### config.mk
export PLATFORM = sky130hd
export DESIGN_NAME = htlp_ctrl
export DESIGN_NICKNAME = d
export VERILOG_FILES = /design/src/rtl/htlp_pkg.sv /design/src/rtl/htlp_ctrl.sv
export SDC_FILE = /design/constraint.sdc
export NUM_CORES = 1
export LEC_CHECK = 0
export BUFFER_PORTS_ARGS = -buffer_cell sky130_fd_sc_hd__buf_4
export CAP_MARGIN = 30
export CORE_AREA = 2 2 39 41
export DETAILED_ROUTE_END_ITERATION = 16
export DIE_AREA = 0 0 41 43
export GPL_TIMING_DRIVEN = 0
export PLACE_DENSITY = 0.51
export SKIP_LAST_GASP = 1
export SYNTH_ARGS = -nofsm -noshare
export SYNTH_HDL_FRONTEND = slang
export SYNTH_SLANG_ARGS = --single-unit
### constraint.sdc
create_clock -name clk -period 1.76 [get_ports clk]
set_input_delay 0 -clock clk [delete_from_list [all_inputs] [get_ports clk]]
set_output_delay 0 -clock clk [all_outputs]
set_load 0.02 [all_outputs]
### src/rtl/htlp_pkg.sv
`timescale 1ns / 1ps
// ----------------------------------------------------------------------------
// htlp_pkg
// Shared types and constants of the linear-probing hash table.
// ----------------------------------------------------------------------------
package htlp_pkg;

	localparam int SLOTS_DEF = 64;
	localparam int KEY_W     = 32;
	localparam int HASH_W    = 32;
	localparam int VAL_W     = 64;
	localparam int REQ_W     = 2;
	localparam int STATUS_W  = 2;

	typedef enum logic [REQ_W-1:0] {
		REQ_SET    = 2'd0,
		REQ_GET    = 2'd1,
		REQ_REMOVE = 2'd2,
		REQ_CLEAR  = 2'd3
	} req_t;

	typedef enum logic [STATUS_W-1:0] {
		ST_DONE      = 2'd0,
		ST_NOT_FOUND = 2'd1,
		ST_FULL      = 2'd2
	} status_t;

	typedef enum logic [1:0] {
		SLOT_EMPTY = 2'd0,
		SLOT_OCC   = 2'd1,
		SLOT_TOMB  = 2'd2
	} slot_t;

	// one table entry, kept as a single RAM word
	typedef struct packed {
		slot_t             state;
		logic [KEY_W-1:0]  key;
		logic [VAL_W-1:0]  value;
	} entry_t;

	localparam int ENTRY_W = $bits(entry_t);

	typedef struct packed {
		logic idle;
		logic sweep;
		logic probe;
		logic finish;
	} cmd_t;

	typedef struct packed {
		logic in_fire;
		logic in_clear;
		logic sweep_last;
		logic probe_done;
		logic out_free;
	} sts_t;

endpackage

### src/rtl/htlp_ctrl.sv
`timescale 1ns / 1ps
// ----------------------------------------------------------------------------
// htlp_ctrl
// Sequencer: table sweep, probe, finish (write back and result).
// ----------------------------------------------------------------------------
module htlp_ctrl (
	input  logic            clk,
	input  logic            arst_n,
	input  htlp_pkg::sts_t  sts,
	output htlp_pkg::cmd_t  cmd
);

	typedef enum logic [3:0] {
		S_SWEEP  = 4'b0001,
		S_IDLE   = 4'b0010,
		S_PROBE  = 4'b0100,
		S_FINISH = 4'b1000
	} state_t;

	state_t state_q, state_d;
	logic   clr_pend_q;

	always_comb begin
		state_d = state_q;
		unique case (state_q)
			S_SWEEP: begin
				if (sts.sweep_last) begin
					state_d = clr_pend_q ? S_FINISH : S_IDLE;
				end
			end
			S_IDLE: begin
				if (sts.in_fire) begin
					state_d = sts.in_clear ? S_SWEEP : S_PROBE;
				end
			end
			S_PROBE: begin
				if (sts.probe_done) begin
					state_d = S_FINISH;
				end
			end
			S_FINISH: begin
				if (sts.out_free) begin
					state_d = S_IDLE;
				end
			end
			default: state_d = S_IDLE;
		endcase
	end

	// reset lands in the sweep so the slot states start out empty
	always_ff @(posedge clk or negedge arst_n) begin
		if (!arst_n) begin
			state_q    <= S_SWEEP;
			clr_pend_q <= 1'b0;
		end else begin
			state_q <= state_d;
			if (sts.in_fire && sts.in_clear) begin
				clr_pend_q <= 1'b1;
			end else if (state_q == S_FINISH && sts.out_free) begin
				clr_pend_q <= 1'b0;
			end
		end
	end

	assign cmd.idle   = (state_q == S_IDLE);
	assign cmd.sweep  = (state_q == S_SWEEP);
	assign cmd.probe  = (state_q == S_PROBE);
	assign cmd.finish = (state_q == S_FINISH);

	a_fire_in_idle: assert property (@(posedge clk) disable iff (!arst_n)
		sts.in_fire |-> state_q == S_IDLE)
		else $error("request taken outside idle");

	a_clr_pend: assert property (@(posedge clk) disable iff (!arst_n)
		clr_pend_q |-> (state_q == S_SWEEP || state_q == S_FINISH))
		else $error("pending clear outside sweep/finish");

	a_probe_to_finish: assert property (@(posedge clk) disable iff (!arst_n)
		(state_q == S_PROBE && sts.probe_done) |=> state_q == S_FINISH)
		else $error("probe end not followed by finish");

endmodule

; After elaboration in Yosys (flattened, before gate mapping)
; Index checks and enable logic that the tools add are counted.
[totals]
regBits = 5
out_inout_bits = 4
wordCells = 23
[op_classes]
n_eq_ne = 8
muxes = 9
n_reduce_logical = 4
[op_table]
columns = cell, n
row1 = $mux W4, 5
row2 = $pmux W4 S4, 1
row3 = $ne A2 B2 Y1 const B, 4
row4 = $eq A4 B1 Y1 const B, 1
row5 = $eq A4 B2 Y1 const B, 1
row6 = $eq A4 B3 Y1 const B, 1
row7 = $eq A4 B4 Y1 const B, 1
row8 = $reduce_and A4 Y1, 1
row9 = $mux W3, 1
row10 = $logic_and A1 B1 Y1, 2
row11 = $mux W1, 2
row12 = $reduce_bool A2 Y1, 1

; Logic depth before layout (Yosys ltp)
[logic_depth]
word_depth = 4
ltp_mapped = 4

; Least setup slack after synthesis
; OpenSTA, ideal clock, no wires.
[synth_timing]
path_kind = reg-to-reg
startpoint = reg state_q[0]
endpoint = reg state_q[2]
setup_ns = 0.110
arrival_ns = 1.661
slack_ns = -0.011
stages_incl_launch_ff = 5
n_path_buf = 1
synth_period_minus_slack_ns = 1.771
cell_sequence = dfstp_2 buf_4 nor4b_1 or2b_1 o41ai_1
[synth_rtl]
columns = item, line
row1 = "start, declared", htlp_ctrl.sv:20  ; state_t state_q, state_d;
row2 = "start signal, assigned", htlp_ctrl.sv:56  ; state_q <= state_d;

; Worst setup path after layout
[layout_timing]
startpoint = reg state_q[2]
endpoint = reg state_q[3]
[layout_between]
elab_chain_len = 3
[layout_lines]
columns = item, line
row1 = "$eq A4 B2 Y1, or another cell as far along", htlp_ctrl.sv:25  ; unique case (state_q)
row2 = $ne A2 B2 Y1 (no line), n/a
row3 = $reduce_and A4 Y1 (no line), n/a
; Parallel ways exist; a longest one is shown, timed or not.
; A chain may end at the register's enable or synchronous reset.

==> impl_summary.log <==
[metrics] outcome: complete, no violations
[metrics] antenna violations before repair: 0
[metrics] Post-layout nets: 60
[metrics] Starting Density: 0.2631
[metrics] Hold/Removal Path Class: in -> reg
[metrics] share of Yosys cell area claimed by the top area cell type: 0.2749
[metrics] wire length of the first global-routing pass: ~1.5 mm
[metrics] final standard cell utilization of the core: 0.3843
[metrics] data required time of the worst path: 1870 ps
[metrics] logic depth of the worst register-to-register path: 3
[metrics] total negative setup slack: 0 ps
[metrics] Final Instance Area: 531.8 um^2
[metrics] clock transition at the registers of the reported paths: roughly 40 ps
[metrics] floorplan die width: roughly 41 um
[metrics] number of I/O port buffers: 10
[metrics] total wire length after detailed routing: ~860 um
[metrics] cell with the most instances after synthesis: dfrtp_1
[metrics] worst vdd rail ir drop: 0.6871 mV
[metrics] total setup violations reported at the end of the flow: 0
[metrics] final setup skew: between 8 and 9 ps
[metrics] count of distinct cell types in the synthesized netlist: 23
[metrics] final weighted congestion of routability-driven global placement: 0.8397
[metrics] post-place instance area: roughly 470 um^2
[metrics] Setup crit end: state_q[3]
[metrics] worst-path fanout max: 9
[metrics] Row Count: 14
[metrics] Layout fillers: 151
[metrics] post-route antenna net violation count: 0
[metrics] R2R setup slack: 260 ps
[metrics] final critical path time including I/O delays and setup: between 1500 and 2000 ps
[metrics] Seq/Total Area, Yosys: 0.3471
[metrics] fraction of layout cells with a size suffix above 1: 0.4038
[metrics] kind of critical path: reg -> reg
[metrics] slew at the pin with the worst max-slew slack: around 360 ps
[metrics] max cap viols: 0
[metrics] warnings from Yosys: 0
[metrics] synthesized flop and latch total: 5
[metrics] maximum number of pins on one net before global-route repair: 11
[metrics] number of hold-slack violations in the final timing report: 0
[metrics] cell type with the highest aggregate area in the netlist: dfrtp_1
[metrics] Clock H-tree levels: 1
[metrics] end of the worst register-to-register path: state_q[3]
[metrics] final cycle utilization of the critical path: 0.8529
[metrics] type of element launching the critical path: flip-flop
[metrics] PD cells: between 1500 and 2000 nW/um^2
[metrics] leakage dissipation: between 0.2 and 0.25 nW
[metrics] vias in the first global route: around 350
[metrics] count of mapped cells out of synthesis: 34
[metrics] violation count after the first detailed-routing iteration: 5
[metrics] max-slew violation count: 0
[metrics] IO Count: 11
[metrics] clk_lat worst skew: between 200 and 300 ps
[metrics] Async SR Flop Fraction: 1.000
[metrics] buffer depth of the longest clock path: 2
[metrics] total number of vias: roughly 350
[metrics] number of clock sinks: 5
[metrics] sum of overflow across all layers after global routing: 0
[metrics] DRT Pass-1 Iters: 2
[metrics] Synth Cell Area: approximately 360 um^2
[metrics] startpoint of the worst-slack reg-to-reg timing path: state_q[2]
[metrics] unrepaired setup endpoints after global routing: no
[metrics] maximum achievable frequency: 0.6662 GHz
[metrics] Avg Synthesized Cell Area: around 11 um^2
[metrics] start point of the critical path: state_q[2]
[metrics] storage element area: around 130 um^2
[metrics] GRT Overall Usage: 0.1299
[metrics] data arrival time of the critical path: 1610 ps
[metrics] area enclosed by the die boundary: roughly 1800 um^2
[metrics] Multi-input gate area: 219.0 um^2
[metrics] post-detailed-route via-to-cell ratio: 5.162
[metrics] headroom to the max-slew limit: 0.7623
[metrics] clock tree from TritonCTS: built
[metrics] endpoint kind of the worst setup timing path: flip-flop
[metrics] DR WL/cell: around 13 um
[metrics] detailed-route DRC error count: 0
[metrics] most used flip-flop cell after synthesis: dfrtp_1
[metrics] placeable core area: ~1400 um^2
[metrics] Post-synth EDFFs: 0
[metrics] ant diodes: 0
[metrics] Layout Area Growth over Synthesis: 46.05%
[metrics] half-perimeter wire length after placement: between 600 and 700 um
[metrics] clock tree root buffer cell: clkbuf_4
[metrics] number of nets in the synthesized netlist: 41
[metrics] Die Y: roughly 43 um
[metrics] largest cells by area after synthesis: dfrtp_1 27%, dfstp_2 7.2%, nor4b_4 6.5%
[metrics] clock buffer count from CTS: 3
-- layer usage --
layer  GRT usage  part of all wire
met5           0                 0
met4      0.1000             0.012
met3     0.03141             0.044
met2      0.1875              0.49
met1      0.1558              0.45
-- worst min path at each step --
stage                     startpoint    endpoint  slack, ps  cells past startpoint
after floorplan               arst_n  clr_pend_q       -300                      0
after global routing          sts[1]  state_q[2]         50                      3
after global placement        arst_n  state_q[3]       -200                      1
final                         sts[1]  state_q[2]         50                      3
after detailed placement      arst_n  state_q[3]       -190                      1
after CTS                     sts[1]  state_q[2]         30                      3
-- logic make-up (layout without fill, tap and decap cells) --
kind of cell           after synthesis  in the layout  share of synthesized area
AO/OA/AOI/OAI                        9              9                     0.2165
buffers and inverters                5             23                    0.06875
flip-flops                           5              5                     0.3471
AND/OR/NAND/NOR                     15             15                     0.3677
-- worst max-delay path, stage by stage, from the launching register on --
cell and delay, ps:
dfrtp_1 490, or3b_1 430, a211oi_2 300, o32ai_1 150
-- power by group --
group | total, mW | internal (mW) | switching [mW]
registers | 0.197 | 0.166 | 0.0307
logic | 0.482 | 0.226 | 0.256
clock network | 0.136 | 0.0859 | 0.0503
total | 0.815 | 0.478 | 0.337
-- what timing repair did --
item	4_1_cts	5_1_grt
resized for setup	0	0
buffers inserted	0	0
hold buffers	4	0
hold endpoints to repair	8	0
-- registers in the layout, indices dropped and copies added, names as in the netlist --
| register | flops |
|---|---|
| clr_pend_q | 1 |
| state_q | 4 |
-- cells in the final DEF (no fill, tap or decap) --
master         synthesis  layout
or2b_1                 1       1
clkbuf_1               0       1
nand2b_1               2       2
or3b_1                 2       2
dfstp_2                1       1
a211oi_1               1       1
o41ai_1                2       2
inv_1                  2       2
buf_2                  2       2
nor4b_1                2       1
a211o_1                1       1
clkbuf_4               0       3
buf_4                  1      11
a22o_1                 1       1
nor2_1                 1       1
o32ai_1                1       1
dlygate4sd3_1          0       4
nor4b_4                1       1
o21a_1                 2       2
dfrtp_1                4       4
nor4b_2                1       2
nand2_1                1       1
nand3b_1               1       1
and4b_1                1       1
a211oi_2               1       1
nor3b_1                2       2
-- final cells by class --
type | instances | area share
plain buffers | 3 | 0.03294
clock buffers | 4 | 0.04941
inverters | 2 | 0.01412
multi-input cells | 24 | 0.4118
flip-flops and latches | 5 | 0.2376
well taps | 16 | 0.03765
repair buffers | 14 | 0.2165
-- through the flow --
stage | worst slack [ps] | hold slack [ps] | total power [mW] | cells
2_1_floorplan | 259.9 | -295.6 | 0.5468 | 34
3_3_place_gp | 286.6 | -198.5 | 0.6645 | 60
3_5_place_dp | 264.7 | -194.0 | 0.6739 | 60
4_1_cts | 262.3 | 32.83 | 0.8226 | 68
5_1_grt | 177.3 | 51.92 | 0.8848 | 68
6_report | 258.8 | 52.36 | 0.8147 | 68
Power figures use the tool's default switching activity.
